**config.mk**
```make
export PLATFORM = sky130hd
export DESIGN_NAME = hgagg_queue
export DESIGN_NICKNAME = d
export VERILOG_FILES = /design/src/design/hgagg_pkg.sv /design/src/design/hgagg_queue.sv
export SDC_FILE = /design/constraint.sdc
export NUM_CORES = 1
export LEC_CHECK = 0
export ABC_AREA = 1
export BUFFER_PORTS_ARGS = -buffer_cell sky130_fd_sc_hd__buf_2
export CAP_MARGIN = 20
export CORE_MARGIN = 3
export CORE_UTILIZATION = 48
export CTS_BUF_LIST = sky130_fd_sc_hd__clkbuf_4
export DETAILED_ROUTE_END_ITERATION = 8
export PLACE_DENSITY = 0.72
export SLEW_MARGIN = 40
export SYNTH_ARGS = -nofsm -noshare
export SYNTH_HDL_FRONTEND = slang
export SYNTH_SLANG_ARGS = --single-unit
```
**constraint.sdc**
```tcl
create_clock -name clk -period 11.7 [get_ports clk]
set_input_delay 0.585 -clock clk [delete_from_list [all_inputs] [get_ports clk]]
set_output_delay 0.585 -clock clk [all_outputs]
set_load 0.03 [all_outputs]
```
**src/design/hgagg_pkg.sv**
```systemverilog
// Shared types, constants and helper functions of the group-by aggregation core.
package hgagg_pkg;

	localparam int SLOTS = 1024;
	localparam int IDX_W = $clog2(SLOTS);
	localparam int POS_W = IDX_W + 1;

	localparam logic [63:0] MIX_ADD = 64'h9e3779b97f4a7c15;
	localparam logic [63:0] MIX_MUL1 = 64'hbf58476d1ce4e5b9;
	localparam logic [63:0] MIX_MUL2 = 64'h94d049bb133111eb;
	localparam logic [63:0] WIDE_MUL = 64'h3c79ac492ba7b653;
	localparam logic [63:0] WIDE_ADD = 64'h1c69b3f74ac4ae35;

	localparam logic [1:0] CMD_UPDATE = 2'd0;
	localparam logic [1:0] CMD_READ = 2'd1;
	localparam logic [1:0] CMD_CLEAR = 2'd2;
	localparam logic [1:0] CMD_SPARE = 2'd3;

	localparam logic [2:0] ST_UPDATED = 3'd0;
	localparam logic [2:0] ST_NEW = 3'd1;
	localparam logic [2:0] ST_DROPPED = 3'd2;
	localparam logic [2:0] ST_GROUP = 3'd3;
	localparam logic [2:0] ST_NO_MORE = 3'd4;
	localparam logic [2:0] ST_CLEARED = 3'd5;

	localparam logic REG_KEY_LEN = 1'b0;
	localparam logic REG_MAX_GROUPS = 1'b1;

	localparam logic [3:0] KEY_LEN_RST = 4'd8;
	localparam logic [10:0] MAX_GROUPS_RST = 11'd716;

	typedef struct packed {
		logic [1:0] cmd;
		logic [63:0] key;
		logic signed [63:0] value;
	} request_t;

	typedef struct packed {
		logic [2:0] status;
		logic [63:0] group_key;
		logic [47:0] row_count;
		logic [63:0] sum_low;
		logic signed [63:0] sum_high;
		logic signed [63:0] min_value;
		logic signed [63:0] max_value;
		logic last_group;
	} result_t;

	typedef struct packed {
		logic [1:0] cmd;
		logic [63:0] key;
		logic signed [63:0] value;
		logic [63:0] mask;
		logic [IDX_W-1:0] idx;
	} work_t;

	typedef struct packed {
		logic valid;
		logic [63:0] key;
		logic [47:0] count;
		logic [63:0] sum_lo;
		logic [63:0] sum_hi;
		logic [63:0] min;
		logic [63:0] max;
	} entry_t;

	function automatic logic [3:0] eff_bytes(input logic [3:0] kb);
		logic [3:0] n;
		n = kb;
		if (kb == 4'd0) n = 4'd1;
		else if (kb > 4'd8) n = 4'd8;
		return n;
	endfunction

	function automatic logic [63:0] key_mask(input logic [3:0] kb);
		logic [63:0] m;
		logic [3:0] n;
		n = eff_bytes(kb);
		for (int b = 0; b < 8; b++) begin
			m[8*b +: 8] = (4'(b) < n) ? 8'hff : 8'h00;
		end
		return m;
	endfunction

endpackage

```
**src/design/hgagg_queue.sv**
```systemverilog
// Two-entry work queue between the hashing front end and the table back end.
module hgagg_queue (
	input  logic              clk,
	input  logic              arst_n,
	input  logic              push,
	input  hgagg_pkg::work_t  push_item,
	output logic              full,
	input  logic              pop,
	output hgagg_pkg::work_t  head,
	output logic              empty
);
	import hgagg_pkg::*;

	work_t slot_q [2];
	logic wp_q, rp_q;
	logic [1:0] cnt_q;

	assign full = cnt_q == 2'd2;
	assign empty = cnt_q == 2'd0;
	assign head = slot_q[rp_q];

	always_ff @(posedge clk) begin
		if (push && !full) slot_q[wp_q] <= push_item;
	end

	always_ff @(posedge clk or negedge arst_n) begin
		if (!arst_n) begin
			wp_q <= 1'b0;
			rp_q <= 1'b0;
			cnt_q <= 2'd0;
		end else begin
			if (push && !full) wp_q <= ~wp_q;
			if (pop && !empty) rp_q <= ~rp_q;
			cnt_q <= cnt_q + 2'((push && !full) ? 1 : 0) - 2'((pop && !empty) ? 1 : 0);
		end
	end

endmodule

```
# Yosys cells after proc, flatten, opt, wreduce, memory -nomap -nowiden
# Memory sizes are Yosys's and may differ from the RTL's.
# Cells that the tools add are included.
# op_classes
n_addsub,2
mul,0
n_div,0
order_cmp,0
eq_ne,1
shift,0
n_mux,4
bitwise,2
reduce_logical,5
# op_table
op,n
1-bit 2-to-1 mux,4
2-bit by 1-bit adder with 2-bit output,1
2-bit equality test (second input constant),1
1-bit logical AND,2
1-bit logical NOT,2
2-bit logical NOT,1
1-bit inverter,2
2-bit by 1-bit subtractor with 2-bit output,1
# totals
register_bits,4
latch_bits,0
mem_bits_rw,408
romBits,0
output_inout_bits,206
mem_count,1
# mem_list
name,depth,word_bits,rd,rd_ports_with_merged_regs,write_ports,line,rtl
slot_q,2,204,1,0,1,hgagg_queue.sv:14,work_t slot_q [2];

# Longest topological paths before layout
# depth
depth_word,6
ltp_mapped,10
mapped_depth_nobuf,10

# Least setup slack after synthesis
# Ideal clock, no wire load.
# synth_timing
kind,input to register
startpoint,input port push
endpoint,memory slot_q[1][0] (netlist bit) (enable)
arrival_ns,9.125
required_ns,10.929
path_slack_ns,1.804
path_stages,2
path_buffers,0
path_cell_list,nand2_1 nor2_1
# synth_between
elab_chain_cells,3
# synth_rtl
item,line,rtl
from (decl),hgagg_queue.sv:5,"input logic push,"
1-bit logical AND,hgagg_queue.sv:23,if (push && !full) slot_q[wp_q] <= push_item;
1-bit 2-to-1 mux,hgagg_queue.sv:23,
1-bit 2-to-1 mux (implied by the code),hgagg_queue.sv:23,
to (decl),hgagg_queue.sv:14,
# No other way between the ends.

==> results.yml <==
timing:
  setup_viol: 0
  period_minus_slack_ps: 3640
  whs_ps: 238
  finalCritPeriodShare_pct: 31.1
  worst_pin_slew_ps: 814
  finalSetupTns_ps: 0
  max_slew_margin_pct: 45.8
  setup_slack_ps: 8060
  final_hold_viol_count: 0
  rsz0062_at_grt: "no"
  drv_slew: 0
  timing.fmax_mhz: 274
  worst_clock_skew_ps: 40.0
critical_path:
  crit_type: "flip-flop to output port"
  crit_top_cell: "nand2_1"
  path_depth: 5
  cpPeakStageDelay_ps: 640
  cp.arrival_ps: 3060
  path_delay_family: "buffers and inverters"
  reg2regPathDepth: 5
  cp_cell_sequence: "inv_8, buf_6, nand2_1, nand2_1, buf_2"
  setup.worst_path.end_class: "output port"
  cp_slowest_cell: "dfrtp_4"
  critical_path_buf_inv_count: 3
  critPathLaunchType: "flip-flop"
  cp_max_fo: 118
  worstPathRequired_ps: 11120
cells_and_area:
  final_area_sq_um: 20800
  nets: 1998
  drive_gt1_share_pct: 31.4
  finalNonFillerCells: 2258
  layout_commonest_cell: "nand2_1"
  layout-area-overhead-vs-synth_pct: 37.7
  layout_common_cells: "625 x nand2_1, 413 x buf_2, 408 x edfxtp_1"
synthesis:
  netlist_instances: 1099
  synthAdderAreaFrac_pct: 0.165
  synth_cell_types: 12
  synth_area_sq_um: 15100
  synth_top_cell_by_area: "edfxtp_1"
  ys_seq_area_share_pct: 81.6
  synth_nets: 1309
  yosys-top-cells-area: "edfxtp_1 81%, nand2_1 15%, buf_6 1.3%, buf_2 0.83%, dfrtp_1 0.66%"
  avgSynthCellArea_sq_um: 13.8
  synth_compound_area_share_pct: 0
  synth-simple-area-share_pct: 15.6
  synth_top_family_by_area: "simple AND/OR/NAND/NOR gates"
  synth_top_area_share_pct: 80.9
  synth_xor_area_share_pct: 0
  synth_mux_area_share_pct: 0
  postSynthRegisterBits: 412
  yosys_warnings: 0
clock_tree:
  cts_resized: 0
  cts_made_buffers: 103
  root_buffer: "clkbuf_4"
  insertion_delay_ps: 750
  hold_buffers: 206
  cts_sinks: 412
  h-tree-depth: 3
  cts_tree: "done"
  clockBufferDepth: 3
  path_clk_slew_ps: 60
  cts_setup_buffers: 0
place:
  hpwl_mm: 22.2
  placed_cells: 1872
  port_buffers: 413
  pre_cts_ws_ps: 8740
  placed_cell_area_sq_um: 17500
  gp_congestion: 0.813
routing:
  vias: 11030
  drcViolationCount: 0
  drt_wl_total_mm: 39.6
  routedWlPerCell_um: 17.6
  vias_per_cell: 4.88
  dr.pass1.iters: 5
  drtIter0Drc: 622
  antenna_left: 0
global_routing:
  antenna_found_initial: 4
  grt_usage_pct: 23.3
  grt_max_degree: 137
  grt_pass1_vias: 11609
  grt_pass1_wl_mm: 60.8
  grt_overflow: 0
run:
  maxCapViolCount: 0
min_path:
  min_path_cells: 4
  min_path_type: "primary input to flip-flop"
die:
  chipWidth_um: 184
  initial_core_util_pct: 49.1
  die_area_sq_um: 33700
  num_rows: 64
  fp.dieH_um: 184
  coreArea_sq_um: 30800
  io_pins: 414
power:
  p_per_area_nw_per_um2: 261
  ir_worst_vdd_mv: 0.291
  p_leak_nw: 9.12
status:
  status: "finished clean"
-- power breakdown --
| group | internal (mW) | switching [mW] |
|---|---|---|
| Combinational | 0.518 | 1.64 |
| Sequential | 2.01 | 0.0969 |
| Clock | 0.618 | 0.547 |
-- worst paths after layout --
path	to	from	slack (ps)
min reg2reg	wp_q	wp_q	480
min in group asynchronous	rp_q	arst_n	250
max	head[28]	rp_q	8060
min	wp_q	push	240
max in group asynchronous	cnt_q[1]	arst_n	11290
max reg2reg	slot_q[0][138]	cnt_q[0]	9140
-- metal layers --
metal	GRT usage (%)	vias up	share of wire, %
li1	-	5149	-
met1	25.4	5247	36
met2	41.6	548	52
met3	8.05	86	8.9
met4	9.60	0	3.1
met5	0	-	0
-- state kept, by name, summed over array words and instances, names as in the netlist --
name and flops:
slot_q 408, wp_q 1, cnt_q 2, rp_q 1
-- worst reg2reg max path, cell delays in order (launching register included) --
cell and delay (ps):
dfrtp_1 360, inv_1 60, nand2_1 110, nand3_1 260, inv_12 560, buf_6 800
-- cells by family (layout without fill, tap and decap cells) --
group,count (synthesis),in the layout
flip-flops,412,412
other,0,4
AND/OR/NAND/NOR,629,629
adder cells (fa/ha/maj),2,2
buffers and inverters,56,815
-- cells in the mapped netlist --
master	instances
buf_12	1
buf_6	18
inv_4	1
nand3_1	3
nor2_1	1
dfrtp_1	4
inv_1	10
edfxtp_1	408
ha_1	2
buf_4	1
nand2_1	625
buf_2	25
-- area by class of cell --
cell class              instances  area [sq um]
fillers                      2079          9980
flip-flops and latches        412         12400
clock buffers                 147          1100
multi-input cells             631          2400
well taps                     396           495
inverters                      11          61.3
clock inverters                28           163
repair buffers                629          4260
diodes                          4          10.0
-- metrics by stage --
step	utilization [%]	power, mW
floorplan	-	3.68
global placement	56.5	4.18
detailed placement	56.7	4.22
CTS	67.5	5.44
global route	67.6	5.74
finish	67.6	5.43
(Power assumes the default switching activity.)
