File: src/design/hgagg_pkg.sv
// Shared types, constants and helper functions of the group-by aggregation core.
package hgagg_pkg;

	localparam int SLOTS = 1024;
	localparam int IDX_W = $clog2(SLOTS);
	localparam int POS_W = IDX_W + 1;

	localparam logic [63:0] MIX_ADD = 64'h9e3779b97f4a7c15;
	localparam logic [63:0] MIX_MUL1 = 64'hbf58476d1ce4e5b9;
	localparam logic [63:0] MIX_MUL2 = 64'h94d049bb133111eb;
	localparam logic [63:0] WIDE_MUL = 64'h3c79ac492ba7b653;
	localparam logic [63:0] WIDE_ADD = 64'h1c69b3f74ac4ae35;

	localparam logic [1:0] CMD_UPDATE = 2'd0;
	localparam logic [1:0] CMD_READ = 2'd1;
	localparam logic [1:0] CMD_CLEAR = 2'd2;
	localparam logic [1:0] CMD_SPARE = 2'd3;

	localparam logic [2:0] ST_UPDATED = 3'd0;
	localparam logic [2:0] ST_NEW = 3'd1;
	localparam logic [2:0] ST_DROPPED = 3'd2;
	localparam logic [2:0] ST_GROUP = 3'd3;
	localparam logic [2:0] ST_NO_MORE = 3'd4;
	localparam logic [2:0] ST_CLEARED = 3'd5;

	localparam logic REG_KEY_LEN = 1'b0;
	localparam logic REG_MAX_GROUPS = 1'b1;

	localparam logic [3:0] KEY_LEN_RST = 4'd8;
	localparam logic [10:0] MAX_GROUPS_RST = 11'd716;

	typedef struct packed {
		logic [1:0] cmd;
		logic [63:0] key;
		logic signed [63:0] value;
	} request_t;

	typedef struct packed {
		logic [2:0] status;
		logic [63:0] group_key;
		logic [47:0] row_count;
		logic [63:0] sum_low;
		logic signed [63:0] sum_high;
		logic signed [63:0] min_value;
		logic signed [63:0] max_value;
		logic last_group;
	} result_t;

	typedef struct packed {
		logic [1:0] cmd;
		logic [63:0] key;
		logic signed [63:0] value;
		logic [63:0] mask;
		logic [IDX_W-1:0] idx;
	} work_t;

	typedef struct packed {
		logic valid;
		logic [63:0] key;
		logic [47:0] count;
		logic [63:0] sum_lo;
		logic [63:0] sum_hi;
		logic [63:0] min;
		logic [63:0] max;
	} entry_t;

	function automatic logic [3:0] eff_bytes(input logic [3:0] kb);
		logic [3:0] n;
		n = kb;
		if (kb == 4'd0) n = 4'd1;
		else if (kb > 4'd8) n = 4'd8;
		return n;
	endfunction

	function automatic logic [63:0] key_mask(input logic [3:0] kb);
		logic [63:0] m;
		logic [3:0] n;
		n = eff_bytes(kb);
		for (int b = 0; b < 8; b++) begin
			m[8*b +: 8] = (4'(b) < n) ? 8'hff : 8'h00;
		end
		return m;
	endfunction

endpackage

File: src/design/hgagg_front.sv
// Front end: takes commands, masks keys and computes the slot hash on a shared multiplier.
module hgagg_front (
	input  logic                clk,
	input  logic                arst_n,
	input  logic                start,
	output logic                busy,
	input  hgagg_pkg::request_t request,
	input  logic [3:0]          key_len,
	output logic                push,
	output hgagg_pkg::work_t    push_item,
	input  logic                full
);
	import hgagg_pkg::*;

	localparam logic [2:0] F_IDLE = 3'd0;
	localparam logic [2:0] F_LOAD = 3'd1;
	localparam logic [2:0] F_MUL = 3'd2;
	localparam logic [2:0] F_POST = 3'd3;
	localparam logic [2:0] F_PUSH = 3'd4;

	localparam logic [1:0] OP_N = 2'd0;
	localparam logic [1:0] OP_K = 2'd1;
	localparam logic [1:0] OP_ROT = 2'd2;
	localparam logic [1:0] OP_FINAL = 2'd3;

	logic [2:0] fst_q;
	logic [1:0] op_q, mph_q;
	logic half_q, wide_q;
	logic [63:0] opa_q, acc_q, x_q, hn_q, key_q, mask_q;
	logic signed [63:0] val_q;
	logic [1:0] cmd_q;
	logic [IDX_W-1:0] idx_q;

	logic [63:0] opb, prod, mixed, y;
	logic [31:0] ma, mb;

	assign busy = fst_q != F_IDLE;
	assign push = (fst_q == F_PUSH) && !full;
	assign push_item = '{cmd: cmd_q, key: key_q, value: val_q, mask: mask_q, idx: idx_q};

	assign opb = (op_q == OP_ROT) ? WIDE_MUL : (half_q ? MIX_MUL2 : MIX_MUL1);
	assign y = x_q + MIX_ADD;
	assign mixed = acc_q ^ (acc_q >> 31);
	assign prod = {32'b0, ma} * {32'b0, mb};

	always_comb begin
		case (mph_q)
			2'd0: begin ma = opa_q[31:0]; mb = opb[31:0]; end
			2'd1: begin ma = opa_q[31:0]; mb = opb[63:32]; end
			default: begin ma = opa_q[63:32]; mb = opb[31:0]; end
		endcase
	end

	always_ff @(posedge clk or negedge arst_n) begin
		if (!arst_n) begin
			fst_q <= F_IDLE;
			op_q <= OP_N;
			mph_q <= 2'd0;
			half_q <= 1'b0;
		end else begin
			case (fst_q)
				F_IDLE: if (start) begin
					op_q <= OP_N;
					fst_q <= (request.cmd == CMD_UPDATE) ? F_LOAD : F_PUSH;
				end
				F_LOAD: begin
					half_q <= 1'b0;
					mph_q <= 2'd0;
					fst_q <= F_MUL;
				end
				F_MUL: begin
					mph_q <= mph_q + 2'd1;
					if (mph_q == 2'd2) fst_q <= F_POST;
				end
				F_POST: begin
					mph_q <= 2'd0;
					if (op_q == OP_ROT) begin
						op_q <= OP_FINAL;
						fst_q <= F_LOAD;
					end else if (!half_q) begin
						half_q <= 1'b1;
						fst_q <= F_MUL;
					end else begin
						case (op_q)
							OP_N: begin op_q <= OP_K; fst_q <= F_LOAD; end
							OP_K: begin
								op_q <= wide_q ? OP_ROT : OP_FINAL;
								fst_q <= F_LOAD;
							end
							default: fst_q <= F_PUSH;
						endcase
					end
				end
				F_PUSH: if (!full) fst_q <= F_IDLE;
				default: fst_q <= F_IDLE;
			endcase
		end
	end

	always_ff @(posedge clk) begin
		case (fst_q)
			F_IDLE: if (start) begin
				cmd_q <= request.cmd;
				mask_q <= key_mask(key_len);
				key_q <= request.key & key_mask(key_len);
				val_q <= request.value;
				wide_q <= eff_bytes(key_len) == 4'd8;
				x_q <= {60'b0, eff_bytes(key_len)};
				idx_q <= '0;
			end
			F_LOAD: opa_q <= (op_q == OP_ROT) ? {x_q[36:0], x_q[63:37]} : (y ^ (y >> 30));
			F_MUL: begin
				if (mph_q == 2'd0) acc_q <= prod;
				else acc_q <= acc_q + {prod[31:0], 32'b0};
			end
			F_POST: begin
				if (op_q == OP_ROT) x_q <= acc_q + WIDE_ADD;
				else if (!half_q) opa_q <= acc_q ^ (acc_q >> 27);
				else begin
					case (op_q)
						OP_N: begin hn_q <= mixed; x_q <= key_q; end
						OP_K: x_q <= hn_q ^ mixed;
						default: idx_q <= mixed[IDX_W-1:0];
					endcase
				end
			end
			default: ;
		endcase
	end

endmodule

File: config.mk
export PLATFORM = sky130hd
export DESIGN_NAME = hgagg_front
export DESIGN_NICKNAME = d
export VERILOG_FILES = /design/src/design/hgagg_pkg.sv /design/src/design/hgagg_front.sv
export SDC_FILE = /design/constraint.sdc
export NUM_CORES = 2
export LEC_CHECK = 0
export CORE_MARGIN = 3
export CORE_UTILIZATION = 40
export CTS_CLUSTER_SIZE = 28
export DETAILED_ROUTE_END_ITERATION = 8
export DONT_BUFFER_PORTS = 1
export PLACE_DENSITY = 0.62
export SLEW_MARGIN = 20
export SYNTH_ARGS = -nofsm -noshare
export SYNTH_HDL_FRONTEND = slang
export SYNTH_SLANG_ARGS = --single-unit
File: constraint.sdc
create_clock -name clk -period 11.9 [get_ports clk]
set_input_delay 2.38 -clock clk [delete_from_list [all_inputs] [get_ports clk]]
set_output_delay 2.38 -clock clk [all_outputs]
set_load 0.005 [all_outputs]
* Word-level counts from Yosys, hierarchy flattened *
Cells that the tools add are included.

cells by class
  $add $sub $neg = 4
  multiply operators = 1
  order comparisons = 9
  eq/ne operators = 18
  mux-type cells = 48
  bitwise operators = 6
  reductions and logical operators = 21

operators by type and width
  cell                      count
  $mux W64                  8
  $pmux W64 S2              3
  $add A64 B61 Y64 const B  1
  $add A64 B64 Y64          1
  $add A64 B64 Y64 const B  1
  $and A64 B64 Y64          1
  $mul A32 B32 Y64          1
  $mux W32                  2
  $mux W8                   8
  $xor A64 B33 Y64          1
  $xor A64 B34 Y64          1
  $xor A64 B37 Y64          1
  $xor A64 B64 Y64          1
  $mux W62                  1
  $mux W10                  4
  $mux W3                   7
  $pmux W10 S2              1
  $lt A3 B4 Y1 const A      4
  $mux W4                   4
  $pmux W3 S5               1
  $ne A2 B2 Y1 const B      7
  $pmux W2 S2               3
  $lt A1 B4 Y1 const A      2
  $lt A2 B4 Y1 const A      2
  26 further kinds          41

word-level totals
  bits in registers = 469
  bits of input ports = 138
  output and inout port bits = 206
  word-level logic and storage cells = 121

* Depth between registers and ports, before layout *
  depth after elaboration = 8
  gate-level depth with buffers = 42
  mapped depth without buffers = 40

* Worst setup path after synthesis *
Ideal clock, no wire load.

  path type = reg-to-reg
  from = reg mph_q[1]
  to = reg acc_q[62] (data pin)
  library setup time = 0.167 ns
  arrival time = 10.279 ns
  required time = 11.733 ns
  setup slack = 1.454 ns
  stages on the path, launching flop included = 39
  path buffers = 3
  clock period less this slack = 10.446 ns
  cells stage by stage = dfrtp_1 > inv_1 > ha_1 > clkbuf_1 > nor2_1 > clkbuf_1 > mux2_2 > clkinv_1 > buf_1 > nor2_1 > fa_1 > fa_1 > inv_1 > fa_1 > fa_1 > inv_1 > fa_1 > inv_1 > [3 not listed] > fa_1 > ha_1 > and4_1 > a221oi_1 > nand2_1 > a31oi_1 > xnor2_1 > ha_1 > nand2_1 > a21oi_1 > a221o_1 > a21o_1 > a31o_2 > a41o_1 > o41ai_1 > o21a_1 > mux2_2 > a211oi_1

between the ends
  cells in the longest elaborated chain, start to end = 6
  elaborated cells on any way between the ends = 8
  those cells by class = add/sub: 1; mul: 1; eq/ne: 1; mux: 3; reduce/logical: 2

RTL lines
  item                                              line                                   RTL
  start, declared                                   hgagg_front.sv:27                      logic [1:0] op_q, mph_q;
  start signal, assigned                            hgagg_front.sv:72                      mph_q <= mph_q + 2'd1;
  $eq A2 B1 Y1 or $logic_not A2 Y1 (tied branches)  hgagg_front.sv:47, hgagg_front.sv:113
  $reduce_or A2 Y1 (no source line)                 --
  $mux W32                                          hgagg_front.sv:47                      case (mph_q)
  $mul A32 B32 Y64                                  hgagg_front.sv:44                      assign prod = {32'b0, ma} * {32'b0, mb};
  $add A64 B64 Y64                                  hgagg_front.sv:114                     else acc_q <= acc_q + {prod[31:0], 32'b0};
  $mux W64 *                                        hgagg_front.sv:113                     if (mph_q == 2'd0) acc_q <= prod;
  end signal, assigned                              hgagg_front.sv:113
  end signal, assigned                              hgagg_front.sv:114
  end, declared                                     hgagg_front.sv:29                      logic [63:0] opa_q, acc_q, x_q, hn_q, key_q, mask_q;

Mark *: on every way between the ends. The rest lies on a longest branch, timed or not.
A chain may end at the register's enable or synchronous reset.

* Worst setup path in the final report *
  from = reg mph_q[1]
  to = reg acc_q[63] (data pin)

The elaborated chain is that of the path after synthesis.

==> impl_metrics.json <==
{
  "cts_buffers": 41,
  "row_count": 134,
  "clockRootBuffer": "clkbuf_16",
  "path_max_fanout": 14,
  "die_y_um": 374,
  "grt_usage_pct": 28.6,
  "clock_sinks": 413,
  "initial_core_util_pct": 40.4,
  "area_delta_synth_final_pct": 5.67,
  "crit_required_ps": 12200,
  "crit_arrival_ps": 11560,
  "post-synth-top-count-cell": "inv_1",
  "slowest_delay_ps": 570,
  "die_area_mm2": 0.140,
  "synth_top_area_share_pct": 32.0,
  "rr_worst_depth": 38,
  "grt_max_degree": 90,
  "holdPathStages": 1,
  "cts_setup_buffers": 0,
  "hold_buffers": 0,
  "relSlewSlack_pct": 23.5,
  "postSynth.asyncResetShare_pct": 1.94,
  "path_clk_slew_ps": 70,
  "grt_first_pass_wirelength_mm": 292,
  "fin_util_pct": 42.7,
  "wl_per_cell_um": 27.9,
  "hold_path_class": "reg2reg",
  "worst_pin_slew_ps": 1140,
  "port_buffers": 0,
  "synth_edf_count": 405,
  "synthesis.nets": 6894,
  "gp_congestion": 1.02,
  "htreeDepth": 2,
  "maxCapViolCount": 0,
  "drc": 0,
  "path_common_cell": "fa_1",
  "place_inst": 7098,
  "vias": 40875,
  "tritoncts": "yes",
  "drv_slew": 0,
  "ys_ff_latch": 413,
  "finalSetupViolations": 0,
  "fmax_ghz": 0.0888,
  "grt_pass1_vias": 41583,
  "cts.path.max_buffers": 3,
  "layout.nets": 6710,
  "endpoint_kind": "flip-flop",
  "rrSetupSlack_ps": 640,
  "seq_area_frac_synth_pct": 22.8,
  "io_pins": 344,
  "ant_nets": 0,
  "tns_ps": 0,
  "grt_overflow": 0,
  "drt-pass1-iter-count": 6,
  "yosysTopAreaCell": "fa_1",
  "run_status": "finished clean",
  "post-dp-hpwl_mm": 166,
  "synth_area_mm2": 0.0541,
  "synth.distinct_cells": 96,
  "dieWidth_um": 374,
  "final_cell_count_no_fill": 7185,
  "yosys_warnings": 0,
  "cp_slowest_cell": "fa_1",
  "routed_wl_mm": 200,
  "synth_commonest_cells": "inv_1, fa_1, nor2_1",
  "hold_viol": 0,
  "drt-vias-per-instance": 5.69,
  "antenna_found_initial": 19,
  "clock_latency_ps": 600,
  "path_class": "reg2reg",
  "rsz0062_at_grt": "false",
  "synth_flop_cell": "edfxtp_1",
  "finClkSkew_ps": 38.5,
  "postSynthAreaPerCell_um2": 9.74,
  "yosys-top-cells-area": "fa_1, edfxtp_1, ha_1, inv_1, nor2_1",
  "core_area_mm2": 0.134,
  "syn_inst": 5557,
  "first_iter_violations": 4887,
  "drive_gt1_share_pct": 5.40,
  "fillers": 12953,
  "cts_resized": 0,
  "startpoint_type": "flip-flop",
  "fin_crit_ps": 11260,
  "timing.final.crit_share_pct": 94.7
}
## final timing paths
kind                       startpoint         to
max reg2reg                  mph_q[1]  acc_q[63]
min in group asynchronous      arst_n    op_q[0]
max                          mph_q[1]  acc_q[63]
min                          mph_q[0]   mph_q[0]
max in group asynchronous      arst_n    op_q[1]
min reg2reg                  mph_q[0]   mph_q[0]
## cell families after synthesis
kind of cell	share of synthesized area (%)
AOI/OAI and AO/OA	8.67
xor gates and xnor gates	5.71
adders and majority gates	39.7
buffers and inverters	9.78
DFF	22.8
muxes	1.44
other	0.00693
and+or+nand+nor	11.8
## layout by cell type (no fill, tap or decap), types with 9 or more instances in the layout
master / count
diode_2: 12
clkinv_2: 9
mux2_2: 32
a211oi_1: 65
clkinv_1: 12
nor2_1: 639
and2_1: 61
nor2b_1: 79
inv_1: 972
clkbuf_16: 41
nor4_1: 12
and3_1: 20
a31oi_1: 43
o21ai_0: 148
xnor2_1: 203
a21oi_1: 195
nor3_1: 40
buf_4: 121
a211o_1: 10
nand2b_1: 13
nand3_1: 53
or3_1: 16
edfxtp_1: 405
nand4_1: 27
ha_1: 329
a21o_1: 69
o21a_1: 22
nand2_1: 437
o21bai_1: 21
fa_1: 866
mux2i_1: 40
or2_2: 13
xor2_1: 142
o31ai_1: 10
o211ai_1: 14
o22ai_1: 29
## per-stage QoR
step           hold slack (ps)  cell area [um^2]  setup WS [ps]
2_1_floorplan              424             54100           1450
5_1_grt                    581             57200           91.8
4_1_cts                    528             57100            746
3_3_place_gp               518             55800            948
3_5_place_dp               515             55800            789
6_report                   525             57200            636
## flip-flops by register name (all words and copies together) (netlist names), 8 cells and up
register and flops:
acc_q 64, hn_q 64, key_q 64, opa_q 64
val_q 64, x_q 64, idx_q 10, mask_q 8
## per-layer routing
layer  wire, um  GRT usage (%)
met5         66              0
met3      19600           4.99
met2      87700           43.3
met1      82000           40.3
met4      10800           12.3
## critical path: cells and delay by family, from the launching register on
| kind | cells | cell delay [ps] |
|---|---|---|
| AO/OA/AOI/OAI | 9 | 2000 |
| multiplexers | 2 | 460 |
| buffers and inverters | 6 | 950 |
| adder cells (fa/ha/maj) | 11 | 4940 |
| XOR/XNOR | 2 | 510 |
| flip-flops | 1 | 380 |
| AND/OR/NAND/NOR | 8 | 1760 |
## final cells by class
type                       instances  area (um^2)  area share, %
antenna                           12         30.0         0.0525
clock buffer                      44         1040           1.81
clock inverter                    31          339          0.593
inverter                         983         3700           6.46
multi-input combinational       3812        36600           64.0
sequential                       413        12400           21.6
tap                             1768         2210           3.87
timing repair buffer             122          920           1.61
Power is left out: the tool's default activity adds up to more than one toggle a clock period on the data nets, which glitch-free logic cannot reach.
